===== src/hdl/mft_pkg.sv =====
// Package: shared constants, codes, command/status types and helpers for the monobit test.
`default_nettype none
package mft_pkg;

	localparam int COUNT_WIDTH_DEF = 28;
	localparam int OUT_CNT_W       = 28;
	localparam int STAT_W          = 44;
	localparam int THR_W           = 24;
	localparam int MINB_W          = 8;
	localparam int FRAC_BITS       = 16;
	localparam int CFG_DATA_W      = 24;
	localparam int CFG_IDX_W       = 1;

	localparam logic [THR_W-1:0]  THR_RESET  = 24'd251757;
	localparam logic [MINB_W-1:0] MINB_RESET = 8'd10;

	localparam logic [CFG_IDX_W-1:0] REG_PASS_THRESHOLD = 1'd0;
	localparam logic [CFG_IDX_W-1:0] REG_MIN_BITS       = 1'd1;

	typedef enum logic [1:0] {
		VERDICT_PASS  = 2'd0,
		VERDICT_FAIL  = 2'd1,
		VERDICT_SHORT = 2'd2
	} verdict_t;

	typedef enum logic [2:0] {
		ST_COUNT,
		ST_SETUP,
		ST_SQUARE,
		ST_DIVIDE,
		ST_DELIVER
	} state_t;

	typedef struct packed {
		logic count;
		logic setup;
		logic sq_step;
		logic div_start;
		logic div_step;
		logic load_out;
	} mft_cmd_t;

	typedef struct packed {
		logic skip;
		logic sq_done;
		logic div_done;
	} mft_sts_t;

	function automatic logic [3:0] popcount8(input logic [7:0] b);
		logic [3:0] n;
		n = 4'd0;
		for (int i = 0; i < 8; i++) begin
			n = n + {3'd0, b[i]};
		end
		return n;
	endfunction

endpackage
`default_nettype wire


===== src/hdl/mft_in_if.sv =====
// Interface: input byte channel with valid/ready handshake.
`default_nettype none
interface mft_in_if;
	logic       valid;
	logic       ready;
	logic [7:0] data_byte;
	logic       end_of_stream;

	modport source (output valid, output data_byte, output end_of_stream, input ready);
	modport sink (input valid, input data_byte, input end_of_stream, output ready);
endinterface
`default_nettype wire


===== src/hdl/mft_out_if.sv =====
// Interface: result channel with valid/ready handshake.
`default_nettype none
interface mft_out_if;
	logic        valid;
	logic        ready;
	logic [1:0]  verdict;
	logic [27:0] total_bits;
	logic [27:0] zero_total;
	logic [27:0] one_total;
	logic [43:0] statistic_q16;

	modport source (output valid, output verdict, output total_bits, output zero_total,
		output one_total, output statistic_q16, input ready);
	modport sink (input valid, input verdict, input total_bits, input zero_total,
		input one_total, input statistic_q16, output ready);
endinterface
`default_nettype wire


===== src/hdl/monobit_frequency_test_top.sv =====
// Top level: monobit frequency test, controller plus datapath.
//
// Usage:
//   in_ch carries one byte of the tested stream per transaction, with
//   end_of_stream marking the final byte. Bytes that are not last are counted
//   at one per cycle and produce nothing. The last byte is counted too, and
//   then the block computes (zeros-ones)^2 * 2^16 / total_bits and emits one
//   transaction on out_ch with the verdict, the three counts and the statistic.
//   From the last byte to the result the block passes through a setup
//   state, shift-add squaring, restoring division and the load of the
//   result register. A short stream (total below min_bits) or an empty one
//   skips the arithmetic and goes from setup straight to the load.
//   in_ch.ready is low from the last byte until the result is loaded, so one
//   stream is evaluated at a time; the next stream's bytes are taken while a
//   result still waits in the output register.
//   If out_ch stalls with a result pending, the next result holds in the
//   datapath and in_ch stays stalled until the receiver takes the old one.
//   Reset clears the counters and the output valid and restores the
//   threshold (about 3.8415) and min_bits (10). Write config only when idle.
`default_nettype none
module monobit_frequency_test_top
	import mft_pkg::*;
#(
	parameter int COUNT_WIDTH = COUNT_WIDTH_DEF
) (
	input  wire logic                  clk,
	input  wire logic                  arst_n,
	mft_in_if.sink                     in_ch,
	mft_out_if.source                  out_ch,
	input  wire logic                  cfg_we,
	input  wire logic [CFG_IDX_W-1:0]  cfg_index,
	input  wire logic [CFG_DATA_W-1:0] cfg_data
);

	mft_cmd_t cmd;
	mft_sts_t sts;

	// sequence the phases of one stream
	mft_ctrl u_ctrl (
		.clk       (clk),
		.arst_n    (arst_n),
		.in_valid  (in_ch.valid),
		.in_eos    (in_ch.end_of_stream),
		.in_ready  (in_ch.ready),
		.out_valid (out_ch.valid),
		.out_ready (out_ch.ready),
		.sts       (sts),
		.cmd       (cmd)
	);

	// counting, arithmetic and the result register
	mft_dp #(
		.COUNT_WIDTH (COUNT_WIDTH)
	) u_dp (
		.clk           (clk),
		.arst_n        (arst_n),
		.cfg_we        (cfg_we),
		.cfg_index     (cfg_index),
		.cfg_data      (cfg_data),
		.data_byte     (in_ch.data_byte),
		.cmd           (cmd),
		.sts           (sts),
		.verdict       (out_ch.verdict),
		.total_bits    (out_ch.total_bits),
		.zero_total    (out_ch.zero_total),
		.one_total     (out_ch.one_total),
		.statistic_q16 (out_ch.statistic_q16)
	);

endmodule
`default_nettype wire


===== src/hdl/mft_ctrl.sv =====
// Controller: sequences counting, squaring, division and result delivery.
`default_nettype none
module mft_ctrl
	import mft_pkg::*;
(
	input  wire logic     clk,
	input  wire logic     arst_n,
	input  wire logic     in_valid,
	input  wire logic     in_eos,
	output logic          in_ready,
	output logic          out_valid,
	input  wire logic     out_ready,
	input  wire mft_sts_t sts,
	output mft_cmd_t      cmd
);

	state_t state_q, state_nxt;
	logic   out_valid_q;
	logic   out_free;

	assign out_free = !out_valid_q || out_ready;

	always_comb begin
		state_nxt = state_q;
		case (state_q)
			ST_COUNT: begin
				if (in_valid && in_eos) state_nxt = ST_SETUP;
			end
			ST_SETUP: begin
				state_nxt = sts.skip ? ST_DELIVER : ST_SQUARE;
			end
			ST_SQUARE: begin
				if (sts.sq_done) state_nxt = ST_DIVIDE;
			end
			ST_DIVIDE: begin
				if (sts.div_done) state_nxt = ST_DELIVER;
			end
			ST_DELIVER: begin
				if (out_free) state_nxt = ST_COUNT;
			end
			default: state_nxt = ST_COUNT;
		endcase
	end

	always_comb begin
		cmd      = '0;
		in_ready = 1'b0;
		case (state_q)
			ST_COUNT: begin
				in_ready  = 1'b1;
				cmd.count = in_valid;
			end
			ST_SETUP: cmd.setup = 1'b1;
			ST_SQUARE: begin
				cmd.sq_step   = !sts.sq_done;
				cmd.div_start = sts.sq_done;
			end
			ST_DIVIDE: cmd.div_step = !sts.div_done;
			ST_DELIVER: cmd.load_out = out_free;
			default: cmd = '0;
		endcase
	end

	always_ff @(posedge clk or negedge arst_n) begin
		if (!arst_n) begin
			state_q     <= ST_COUNT;
			out_valid_q <= 1'b0;
		end else begin
			state_q <= state_nxt;
			if (cmd.load_out) out_valid_q <= 1'b1;
			else if (out_ready) out_valid_q <= 1'b0;
		end
	end

	assign out_valid = out_valid_q;

endmodule
`default_nettype wire


===== src/hdl/mft_dp.sv =====
// Datapath: bit counters, shift-add squarer, restoring divider, config and result registers.
`default_nettype none
module mft_dp
	import mft_pkg::*;
#(
	parameter int COUNT_WIDTH = COUNT_WIDTH_DEF
) (
	input  wire logic                  clk,
	input  wire logic                  arst_n,
	input  wire logic                  cfg_we,
	input  wire logic [CFG_IDX_W-1:0]  cfg_index,
	input  wire logic [CFG_DATA_W-1:0] cfg_data,
	input  wire logic [7:0]            data_byte,
	input  wire mft_cmd_t              cmd,
	output mft_sts_t                   sts,
	output logic [1:0]                 verdict,
	output logic [OUT_CNT_W-1:0]       total_bits,
	output logic [OUT_CNT_W-1:0]       zero_total,
	output logic [OUT_CNT_W-1:0]       one_total,
	output logic [STAT_W-1:0]          statistic_q16
);

	localparam int CW    = COUNT_WIDTH;
	localparam int PW    = 2 * CW;
	localparam int DW    = PW + FRAC_BITS;
	localparam int STEPW = $clog2(DW + 1);
	localparam int XW    = (CW > OUT_CNT_W) ? CW : OUT_CNT_W;
	localparam logic [CW-1:0] CNT_MAX = '1;

	logic [THR_W-1:0]  thr_q;
	logic [MINB_W-1:0] minb_q;
	logic [CW-1:0]     zeros_q, ones_q;
	logic [CW-1:0]     den_q;
	logic              small_q;
	logic [PW-1:0]     mcand_q, prod_q;
	logic [CW-1:0]     mplier_q;
	logic [DW-1:0]     dvd_q;
	logic [CW-1:0]     rem_q;
	logic [STAT_W-1:0] quo_q;
	logic              sat_q;
	logic [STEPW-1:0]  step_q;

	logic [3:0]        pop_ones;
	logic [CW:0]       ones_sum, zeros_sum, total_sum;
	logic [CW-1:0]     ones_nxt, zeros_nxt, total_c, diff_c;
	logic              small_c;
	logic [CW:0]       rs, rdiff;
	logic              ge;
	logic [STAT_W-1:0] stat_c;

	function automatic logic [OUT_CNT_W-1:0] clip_out(input logic [CW-1:0] v);
		logic [XW-1:0] ext;
		ext = XW'(v);
		return (ext > XW'({OUT_CNT_W{1'b1}})) ? '1 : ext[OUT_CNT_W-1:0];
	endfunction

	assign pop_ones  = popcount8(data_byte);
	assign ones_sum  = {1'b0, ones_q} + (CW + 1)'(pop_ones);
	assign zeros_sum = {1'b0, zeros_q} + (CW + 1)'(4'd8 - pop_ones);
	assign ones_nxt  = ones_sum[CW] ? CNT_MAX : ones_sum[CW-1:0];
	assign zeros_nxt = zeros_sum[CW] ? CNT_MAX : zeros_sum[CW-1:0];

	assign total_sum = {1'b0, zeros_q} + {1'b0, ones_q};
	assign total_c   = total_sum[CW] ? CNT_MAX : total_sum[CW-1:0];
	assign diff_c    = (zeros_q >= ones_q) ? (zeros_q - ones_q) : (ones_q - zeros_q);
	assign small_c   = total_c < CW'(minb_q);

	assign sts.skip     = small_c || (total_c == '0);
	assign sts.sq_done  = (step_q == '0);
	assign sts.div_done = (step_q == '0);

	assign rs    = {rem_q, dvd_q[DW-1]};
	assign rdiff = rs - {1'b0, den_q};
	assign ge    = (rs >= {1'b0, den_q});

	assign stat_c = sat_q ? '1 : quo_q;

	// configuration registers
	always_ff @(posedge clk or negedge arst_n) begin
		if (!arst_n) begin
			thr_q  <= THR_RESET;
			minb_q <= MINB_RESET;
		end else if (cfg_we) begin
			case (cfg_index)
				REG_PASS_THRESHOLD: thr_q <= cfg_data[THR_W-1:0];
				REG_MIN_BITS:       minb_q <= cfg_data[MINB_W-1:0];
				default: ;
			endcase
		end
	end

	// running bit counters; clear once the result is taken into the output register
	always_ff @(posedge clk or negedge arst_n) begin
		if (!arst_n) begin
			zeros_q <= '0;
			ones_q  <= '0;
		end else if (cmd.load_out) begin
			zeros_q <= '0;
			ones_q  <= '0;
		end else if (cmd.count) begin
			zeros_q <= zeros_nxt;
			ones_q  <= ones_nxt;
		end
	end

	always_ff @(posedge clk or negedge arst_n) begin
		if (!arst_n) begin
			step_q <= '0;
		end else if (cmd.setup) begin
			step_q <= STEPW'(CW);
		end else if (cmd.div_start) begin
			step_q <= STEPW'(DW);
		end else if (cmd.sq_step || cmd.div_step) begin
			step_q <= step_q - 1'b1;
		end
	end

	// squarer and divider
	always_ff @(posedge clk) begin
		if (cmd.setup) begin
			den_q    <= total_c;
			small_q  <= small_c;
			mcand_q  <= PW'(diff_c);
			mplier_q <= diff_c;
			prod_q   <= '0;
			quo_q    <= '0;
			sat_q    <= 1'b0;
		end
		if (cmd.sq_step) begin
			if (mplier_q[0]) prod_q <= prod_q + mcand_q;
			mcand_q  <= mcand_q << 1;
			mplier_q <= mplier_q >> 1;
		end
		if (cmd.div_start) begin
			dvd_q <= {prod_q, {FRAC_BITS{1'b0}}};
			rem_q <= '0;
		end
		if (cmd.div_step) begin
			rem_q <= ge ? rdiff[CW-1:0] : rs[CW-1:0];
			dvd_q <= dvd_q << 1;
			quo_q <= {quo_q[STAT_W-2:0], ge};
			sat_q <= sat_q | quo_q[STAT_W-1];
		end
	end

	// result register
	always_ff @(posedge clk) begin
		if (cmd.load_out) begin
			total_bits <= clip_out(den_q);
			zero_total <= clip_out(zeros_q);
			one_total  <= clip_out(ones_q);
			if (small_q) begin
				verdict       <= VERDICT_SHORT;
				statistic_q16 <= '0;
			end else begin
				verdict       <= (stat_c <= STAT_W'(thr_q)) ? VERDICT_PASS : VERDICT_FAIL;
				statistic_q16 <= stat_c;
			end
		end
	end

endmodule
`default_nettype wire


===== src/flat_wrapper.sv =====
// flat-port wrapper written by rule: the top's interface ports become plain ports
module monobit_frequency_test_top_flat import mft_pkg::*;
#(
	parameter int COUNT_WIDTH = COUNT_WIDTH_DEF
)
  (clk, arst_n, cfg_we, cfg_index, cfg_data, in_ch_valid, in_ch_data_byte, in_ch_end_of_stream, in_ch_ready, out_ch_valid, out_ch_verdict, out_ch_total_bits, out_ch_zero_total, out_ch_one_total, out_ch_statistic_q16, out_ch_ready);
  mft_in_if in_ch_i ();
  mft_out_if out_ch_i ();
  input  wire logic clk;
  input  wire logic arst_n;
  input  wire logic cfg_we;
  input  wire logic [CFG_IDX_W-1:0] cfg_index;
  input  wire logic [CFG_DATA_W-1:0] cfg_data;
  input wire logic [$bits(in_ch_i.valid)-1:0] in_ch_valid;
  input wire logic [$bits(in_ch_i.data_byte)-1:0] in_ch_data_byte;
  input wire logic [$bits(in_ch_i.end_of_stream)-1:0] in_ch_end_of_stream;
  output wire logic [$bits(in_ch_i.ready)-1:0] in_ch_ready;
  output wire logic [$bits(out_ch_i.valid)-1:0] out_ch_valid;
  output wire logic [$bits(out_ch_i.verdict)-1:0] out_ch_verdict;
  output wire logic [$bits(out_ch_i.total_bits)-1:0] out_ch_total_bits;
  output wire logic [$bits(out_ch_i.zero_total)-1:0] out_ch_zero_total;
  output wire logic [$bits(out_ch_i.one_total)-1:0] out_ch_one_total;
  output wire logic [$bits(out_ch_i.statistic_q16)-1:0] out_ch_statistic_q16;
  input wire logic [$bits(out_ch_i.ready)-1:0] out_ch_ready;
  assign in_ch_i.valid = in_ch_valid;
  assign in_ch_i.data_byte = in_ch_data_byte;
  assign in_ch_i.end_of_stream = in_ch_end_of_stream;
  assign in_ch_ready = in_ch_i.ready;
  assign out_ch_valid = out_ch_i.valid;
  assign out_ch_verdict = out_ch_i.verdict;
  assign out_ch_total_bits = out_ch_i.total_bits;
  assign out_ch_zero_total = out_ch_i.zero_total;
  assign out_ch_one_total = out_ch_i.one_total;
  assign out_ch_statistic_q16 = out_ch_i.statistic_q16;
  assign out_ch_i.ready = out_ch_ready;
  monobit_frequency_test_top #(.COUNT_WIDTH(COUNT_WIDTH)) u_core (.clk(clk), .arst_n(arst_n), .in_ch(in_ch_i), .out_ch(out_ch_i), .cfg_we(cfg_we), .cfg_index(cfg_index), .cfg_data(cfg_data));
endmodule

===== config.mk =====
export PLATFORM = sky130hd
export DESIGN_NAME = monobit_frequency_test_top_flat
export DESIGN_NICKNAME = d
export VERILOG_FILES = /design/src/hdl/mft_pkg.sv /design/src/hdl/mft_in_if.sv /design/src/hdl/mft_out_if.sv /design/src/hdl/monobit_frequency_test_top.sv /design/src/hdl/mft_ctrl.sv /design/src/hdl/mft_dp.sv /design/src/flat_wrapper.sv
export SDC_FILE = /design/constraint.sdc
export NUM_CORES = 1
export LEC_CHECK = 0
export BUFFER_PORTS_ARGS = -buffer_cell sky130_fd_sc_hd__buf_2
export CAP_MARGIN = 20
export CORE_MARGIN = 2
export CORE_UTILIZATION = 49
export CTS_BUF_LIST = sky130_fd_sc_hd__clkbuf_8
export CTS_CLUSTER_DIAMETER = 100
export DETAILED_ROUTE_END_ITERATION = 16
export PLACE_DENSITY = 0.66
export SETUP_SLACK_MARGIN = 0.3
export SYNTH_ARGS = -nofsm -noshare
export SYNTH_HDL_FRONTEND = slang
export SYNTH_HIERARCHICAL = 1
export SYNTH_SLANG_ARGS = --single-unit

===== constraint.sdc =====
create_clock -name clk -period 19.4 [get_ports clk]
set_clock_uncertainty 0.2 [all_clocks]
set_input_delay 1.94 -clock clk [delete_from_list [all_inputs] [get_ports clk]]
set_output_delay 1.94 -clock clk [all_outputs]
set_load 0.005 [all_outputs]

=== After elaboration in Yosys (flattened, before gate mapping) ===
Cells that the tools add are included.

* Bits in registers: 527
* Latch bits: 0
* Memory bits (writable): 0
* ROM bits: 0
* Output and inout port bits: 132
* Logic and storage cells: 118
* Memories: 0

* Add/sub/neg operators: 16
* Multipliers: 0
* Divide/modulo/power cells: 0
* Magnitude comparators: 7
* Equal/unequal tests: 8
* Shifts and indexed selects: 0
* Muxes and demuxes: 43
* Bitwise gates (word level): 2
* Reduce and logical (&&, ||, !) cells: 18

{| class="wikitable"
|+ Operators with widths
! cell !! count
|-
| 2-to-1 mux 28 bit || 11
|-
| 2-to-1 mux 56 bit || 5
|-
| 2-to-1 mux 72 bit || 2
|-
| 2-to-1 mux 44 bit || 3
|-
| > comparator 28 bit (second input constant) || 3
|-
| subtractor 28 bit || 3
|-
| adder 56 bit || 1
|-
| 2-to-1 mux 27 bit || 2
|-
| less-or-equal comparator 44 x 24 -> 1 bit || 1
|-
| adder 28 x 28 -> 29 bit || 1
|-
| adder 28 x 29 -> 29 bit || 1
|-
| adder 28 x 4 -> 29 bit || 1
|-
| greater-or-equal comparator 29 x 28 -> 1 bit || 1
|-
| greater-or-equal comparator 28 bit || 1
|-
| logical NOT 28 bit || 1
|-
| < comparator 28 x 8 -> 1 bit || 1
|-
| 2-to-1 mux 7 bit || 3
|-
| adder 4 x 1 -> 4 bit || 4
|-
| 2-to-1 mux 3 bit || 5
|-
| one-hot mux 3 bit (5 select lines) || 1
|-
| 2-to-1 mux 1 bit || 10
|-
| nonzero test 2 bit || 5
|-
| inequality test 2 bit (second input constant) || 4
|-
| logical NOT 7 bit || 1
|-
| 18 further kinds || 23
|}

=== Logic depth before layout (Yosys ltp) ===
* Depth after elaboration: 12
* Gate-level depth with buffers: 23
* Gate-level depth less buffers: 22

=== Modules after synthesis ===
The synthesis kept the hierarchy.

{| class="wikitable"
|+ By module, submodules not included
! module !! times used !! cells each !! area an instance (µm²) !! seq. area each (µm²)
|-
| mft_dp || 1 || 3,103 || 31,515.2 || 14,667.8
|-
| mft_ctrl || 1 || 22 || 250.2 || 100.1
|}

=== Least setup slack after synthesis ===
OpenSTA, ideal clock, no wires.

* Kind: input to register
* Start point: input out_ch_ready
* End point: register u_core.u_dp.ones_q[11]
* Setup time: 0.136 ns
* Data arrival time: 8.688 ns
* Setup slack: 10.376 ns
* Cell stages on the path: 5
* Buffers on the path: 2
* Cell sequence: nand2b_1 nor2b_1 clkbuf_1 clkbuf_1 nor3_1

{| class="wikitable"
|+ RTL lines
! what !! line !! text
|-
| from (decl) || flat_wrapper.sv:24 || <nowiki>input wire logic [$bits(out_ch_i.ready)-1:0] out_ch_ready;</nowiki>
|-
| to (signal assigned) || mft_dp.sv:102 || <nowiki>ones_q <= ones_nxt;</nowiki>
|-
| to (decl) || mft_dp.sv:32 || <nowiki>logic [CW-1:0] zeros_q, ones_q;</nowiki>
|}

=== Worst setup path in the final report ===
* Start point: input in_ch_data_byte[3]
* End point: register u_core.u_dp.zeros_q[1]

* Longest elaborated chain between the ends: 10

{| class="wikitable"
|+ Ends and longest elaborated chain
! what !! line !! text
|-
| from (decl) || flat_wrapper.sv:15 || <nowiki>input wire logic [$bits(in_ch_i.data_byte)-1:0] in_ch_data_byte;</nowiki>
|-
| adder 3 x 1 -> 4 bit || mft_pkg.sv:53 || <nowiki>n = n + {3'd0, b[i]};</nowiki>
|-
| adder 4 x 1 -> 4 bit (4 in a row) || mft_pkg.sv:53 ||
|-
| subtractor 4 x 4 -> 5 bit || mft_dp.sv:59 || <nowiki>assign zeros_sum = {1'b0, zeros_q} + (CW + 1)'(4'd8 - pop_ones);</nowiki>
|-
| adder 28 x 29 -> 29 bit || mft_dp.sv:59 ||
|-
| 2-to-1 mux 28 bit || mft_dp.sv:61 || <nowiki>assign zeros_nxt = zeros_sum[CW] ? CNT_MAX : zeros_sum[CW-1:0];</nowiki>
|-
| 2-to-1 mux 28 bit || mft_dp.sv:100 || <nowiki>end else if (cmd.count) begin</nowiki>
|-
| 2-to-1 mux 28 bit || mft_dp.sv:97 || <nowiki>end else if (cmd.load_out) begin</nowiki>
|-
| to (signal assigned) || mft_dp.sv:101 || <nowiki>zeros_q <= zeros_nxt;</nowiki>
|-
| to (decl) || mft_dp.sv:32 ||
|}

No other way between the ends. The select of a mux whose other input is x is not followed.
A chain may end at the register's enable or synchronous reset.

==> impl_table.tex <==
\begin{tabular}{lr}
\hline
Metric & Value \\
\hline
\multicolumn{2}{l}{\textbf{Floorplan}} \\
\quad Chip height & about 260 µm \\
\quad Number of top-level design ports & $\sim$170 \\
\quad Area enclosed by the die boundary & about 67000 µm² \\
\quad Cell row count & 93 \\
\quad Core footprint & 64200 µm² \\
\quad Width of the die & 259 µm \\
\quad Initial core utilization & 49.5\% \\
\multicolumn{2}{l}{\textbf{Yosys}} \\
\quad Gate Count Post-Synth & roughly 3100 \\
\quad Post-synth cell types & between 100 and 150 \\
\quad Main combinational cell family by area after synthesis & compound AO/OA/AOI/OAI gates \\
\quad Complex-gate fraction of the synthesized area & between 10\% and 20\% \\
\quad Yosys top cell by area & edfxtp\_1 \\
\quad Xor-xnor portion of the synthesized cell area & 4.38\% \\
\quad Total standard cell area after synthesis & 31800 µm² \\
\quad Ys flop type & edfxtp\_1 \\
\quad Biggest area contributors in the synthesized netlist & edfxtp\_1 (35\%), ha\_1 (9.2\%), dfrtp\_1 (6.6\%) \\
\quad Seq cells post-synth & approximately 530 \\
\quad Part of the Yosys area used for sequential elements & about 46\% \\
\quad Post-Synth Simple-Gate Area & a little over an eighth \\
\quad Number of flops mapped to enable cells by yosys & 370 \\
\quad Adder-cell area share of the yosys netlist & about a tenth \\
\quad Mean Syn Cell Area & 10.2 µm² \\
\quad Fraction of synthesized area in multiplexers & around 4.0\% \\
\quad Area share of the largest cell type after synthesis & 35.0\% \\
\quad Mapped Nets & 3409 \\
\quad YS warnings & 6 \\
\quad Share of synthesized registers carrying an async set or reset & a little under a fifth \\
\multicolumn{2}{l}{\textbf{STA}} \\
\quad Total Negative Setup Slacks & 0 ns \\
\quad RSZ-0062 raised after global routing & no \\
\quad Post-route worst setup slack & approximately 12 ns \\
\quad Maximum clock frequency & 134 MHz \\
\quad Final worst path period share & approximately two fifths \\
\quad Count of endpoints failing setup in the final report & 0 \\
\quad Worst slew margin relative to its limit & between 20\% and 30\% \\
\quad Slew Limit Fails & 0 \\
\quad Fin crit period & approximately 7.5 ns \\
\quad Endpoints failing hold & 0 \\
\quad Worst hold slack & approximately 0.22 ns \\
\quad Tightest Pin Transition & around 1.2 ns \\
\multicolumn{2}{l}{\textbf{Placed design}} \\
\quad RD Place Congestion & roughly 0.91 \\
\quad Final HPWL DP & between 50 and 60 mm \\
\quad DP Worst Slack & 11.35 ns \\
\quad Placed inst area & about 33000 µm² \\
\quad I/O Buffers & 170 \\
\multicolumn{2}{l}{\textbf{Worst hold path}} \\
\quad Worst hold path stage count & 0 \\
\quad Hold WC Path Type & register to register \\
\multicolumn{2}{l}{\textbf{Setup path}} \\
\quad Worst Reg2Reg Path Length in Cells & 18 \\
\quad Worst setup slack for register-to-register paths & approximately 14 ns \\
\quad CP startpoint & in\_ch\_data\_byte[3] \\
\quad Endpoint required time on the critical path & between 15 and 20 ns \\
\quad Category of the most critical setup path & input pin to register \\
\quad Startpoint of the lowest-slack register-to-register path & u\_core/u\_dp/zeros\_q[5] \\
\quad Reg-to-reg critical path endpoint & u\_core/u\_ctrl/state\_q[2] \\
\quad Capture point of the critical path & u\_core/u\_dp/zeros\_q[1] \\
\quad Maximum fanout count along the critical path & 28 \\
\quad Startpoint type of the worst setup path & input pin \\
\quad Sort of element at the end of the critical path & register \\
\quad Critical path data arrival time & roughly 7.8 ns \\
\multicolumn{2}{l}{\textbf{Cells and area}} \\
\quad Number of nets in the finished design & 3482 \\
\quad Synthesis-to-layout area growth & 10.2\% \\
\quad Cell area after layout & 35000 µm² \\
\quad Sequential Area & roughly 15000 µm² \\
\quad Area of the multi-input gates & roughly 15000 µm² \\
\quad Proportion of layout cells with a drive suffix above 1 & about 15\% \\
\quad Fillcell total & 5635 \\
\multicolumn{2}{l}{\textbf{Clock network}} \\
\quad TritonCTS clock tree & yes \\
\quad CTS clk-pin slew, worst paths & 0.06 ns \\
\quad Sinks on the clock net & between 500 and 600 \\
\quad Number of buffers created by CTS & 91 \\
\quad Total of cells resized after clock tree synthesis & 0 \\
\quad Clock Latency Late Sink & around 0.71 ns \\
\quad Maximum clock path buffer count & 3 \\
\quad Hold buffers post-CTS & 0 \\
\quad Post-CTS repair timing setup buffer count & 0 \\
\quad Clock tree root driver cell & clkbuf\_8 \\
\quad Deepest level of the CTS H-tree & 3 \\
\multicolumn{2}{l}{\textbf{Pwr}} \\
\quad Register share of total power & about a third \\
\quad Power share of the combinational group & about half \\
\quad Leakage power figure & $\sim$15 nW \\
\quad Net Sw Power & between 2 and 3 mW \\
\quad Internal cell power & roughly 3.5 mW \\
\quad Clock network fraction of design power & between 10\% and 20\% \\
\quad Switching fraction of total power & roughly 42\% \\
\quad Worst supply voltage drop on vdd & 0.108 mV \\
\quad P per Cell Area & approximately 170 nW/µm² \\
\multicolumn{2}{l}{\textbf{Global routing}} \\
\quad Maximum number of pins on one net before global-route repair & roughly 160 \\
\quad First-pass GRT wire length & 125 mm \\
\quad Number of global-route vias before repair & 23800 \\
\quad Antenna violations before repair & 2 \\
\quad Global routing usage summed across all routing layers & $\sim$23\% \\
\quad Final global-route overflow total & 0 \\
\multicolumn{2}{l}{\textbf{Drt}} \\
\quad Final Routed Wirelength & approximately 78 mm \\
\quad Vias & between 20000 and 25000 \\
\quad Remaining DRCs & 0 \\
\quad DRC violation total after the first TritonRoute iteration & between 1500 and 2000 \\
\quad Drt first pass iters & 5 \\
\quad Via count normalized by instance count & $\sim$5.7 \\
\quad Average wire length per cell after detail routing & roughly 19 µm \\
\quad Post-detailed-route count of antenna-violating nets & 0 \\
\multicolumn{2}{l}{\textbf{Run status}} \\
\quad Outcome & complete, no violations \\
\multicolumn{2}{l}{\textbf{Flow run}} \\
\quad Maximum capacitance violations & 0 \\
\hline
\end{tabular}
[critical path: stages]
cell and delay, ns:
buf_2 0.11, fa_1 0.53, inv_1 0.05, fa_1 0.44, inv_1 0.06, ha_1 0.15, inv_1 0.05, fa_1 0.37
xnor2_1 0.53, inv_1 0.18, a21oi_2 0.20, buf_4 0.32, ha_1 0.34, a21o_1 0.20, a21o_1 0.17, a21oi_1 0.18
o21ai_0 0.14, a21oi_2 0.28, nor4_2 0.12, o31ai_2 0.38, o21ai_1 0.13, xor2_1 0.18, nor2_4 0.50, a221oi_1 0.19
[placed cells by master, fill, tap and decap left out, types with 17 or more instances in the layout]
cell type,instances
nand2b_1,30
clkbuf_8,100
a221oi_1,37
a21o_1,84
mux2i_1,50
o21a_1,20
nor2b_1,45
a21oi_1,209
or2_2,28
nand2_1,187
nor3_1,51
nand4_1,33
nor2_1,214
edfxtp_1,370
xor2_1,57
buf_4,20
xnor2_1,102
buf_2,169
and3_1,17
o21bai_1,39
mux2_2,69
dfxtp_1,58
ha_1,234
clkinv_1,18
a211oi_1,36
inv_1,235
nand3_1,104
dfrtp_1,84
and2_1,82
o31ai_1,25
a31oi_1,18
o21ai_0,187
[power groups by stage]
stage               sequential [mW]  clock [mW]  combinational (mW)
finish                         1.96        1.06                3.07
global route                   2.00        1.14                3.41
CTS                            1.96        1.09                3.05
detailed placement             1.97           0                3.03
global placement               1.97           0                2.94
floorplan                      1.88           0                2.39
[final cells by class]
class                      instances  area share, %
antenna                            1        0.00715
clock buffer                     100           3.93
clock inverter                    72           1.62
inverter                         217           2.33
multi-input combinational       2170           43.9
sequential                       527           42.2
tap                              855           3.06
timing repair buffer             191           2.98
[layer usage]
| metal | GRT usage [%] | routed length [µm] | vias up |
|---|---|---|---|
| met5 | 0 | 0 | - |
| met4 | 8.32 | 2370 | 0 |
| met3 | 3.51 | 3620 | 148 |
| met2 | 38.8 | 37000 | 632 |
| met1 | 30.0 | 34600 | 11400 |
| li1 | - | - | 11400 |
[cells by family (layout without fill, tap and decap cells)]
logic type | count (synthesis) | after routing
simple gates | 860 | 860
xor+xnor | 159 | 159
buf+inv | 428 | 580
fa+ha+maj | 246 | 246
compound gates | 786 | 786
flops | 527 | 527
mux | 119 | 119
other cells | 0 | 1
[per-stage QoR]
step | utilization (%) | std cells | power, mW
after global placement | 51.4 | 3959 | 4.90
final | 54.5 | 4133 | 6.09
after detailed placement | 51.4 | 3959 | 5.00
after global routing | 54.5 | 4133 | 6.55
after floorplan | - | 3125 | 4.27
after CTS | 54.5 | 4131 | 6.10
[worst min path at each step]
stage                    startpoint                   endpoint
6_report       u_core/u_dp/den_q[5]  u_core/u_dp/total_bits[5]
2_1_floorplan   u_core/u_dp/small_q     u_core/u_dp/verdict[1]
4_1_cts        u_core/u_dp/den_q[5]  u_core/u_dp/total_bits[5]
3_3_place_gp   u_core/u_dp/den_q[4]  u_core/u_dp/total_bits[4]
5_1_grt        u_core/u_dp/den_q[5]  u_core/u_dp/total_bits[5]
3_5_place_dp   u_core/u_dp/den_q[4]  u_core/u_dp/total_bits[4]
[cell usage after synthesis, types with 9 or more instances]
library cell    n
a21o_1         84
nor3_1         51
o21bai_1       39
buf_1          12
dfrtp_1        84
fa_1           11
nand2_1       190
nand3_1       104
a21oi_1       210
or2_2          29
nor2_1        216
buf_4           9
o31ai_1        25
inv_1         210
o21ai_0       187
o21ai_1        14
xnor2_1       102
ha_1          234
a311oi_1       10
dfstp_2        15
and2_1         82
a31oi_1        18
mux2i_1        50
nand4_1        33
mux2_2         69
buf_2          20
dfxtp_1        58
and3_1         17
nor2b_1        47
edfxtp_1      370
clkbuf_1      166
nand2b_1       30
nor4_1         15
a221oi_1       37
o21a_1         20
a211oi_1       37
xor2_1         57
[flip-flops by register name (all words and copies together) (netlist names)]
signal                     cells
u_core/u_dp/verdict            2
u_core/u_dp/den_q             28
u_core/u_dp/sat_q              1
u_core/u_dp/thr_q             24
u_core/u_dp/quo_q             44
u_core/u_dp/total_bits        28
u_core/u_ctrl/out_valid        1
u_core/u_dp/small_q            1
u_core/u_dp/ones_q            28
u_core/u_dp/one_total         28
u_core/u_dp/step_q             7
u_core/u_dp/statistic_q16     44
u_core/u_dp/prod_q            56
u_core/u_dp/minb_q             8
u_core/u_ctrl/state_q          3
u_core/u_dp/dvd_q             56
u_core/u_dp/zero_total        28
u_core/u_dp/zeros_q           28
u_core/u_dp/mplier_q          28
u_core/u_dp/mcand_q           56
u_core/u_dp/rem_q             28
Power figures use the tool's default switching activity.
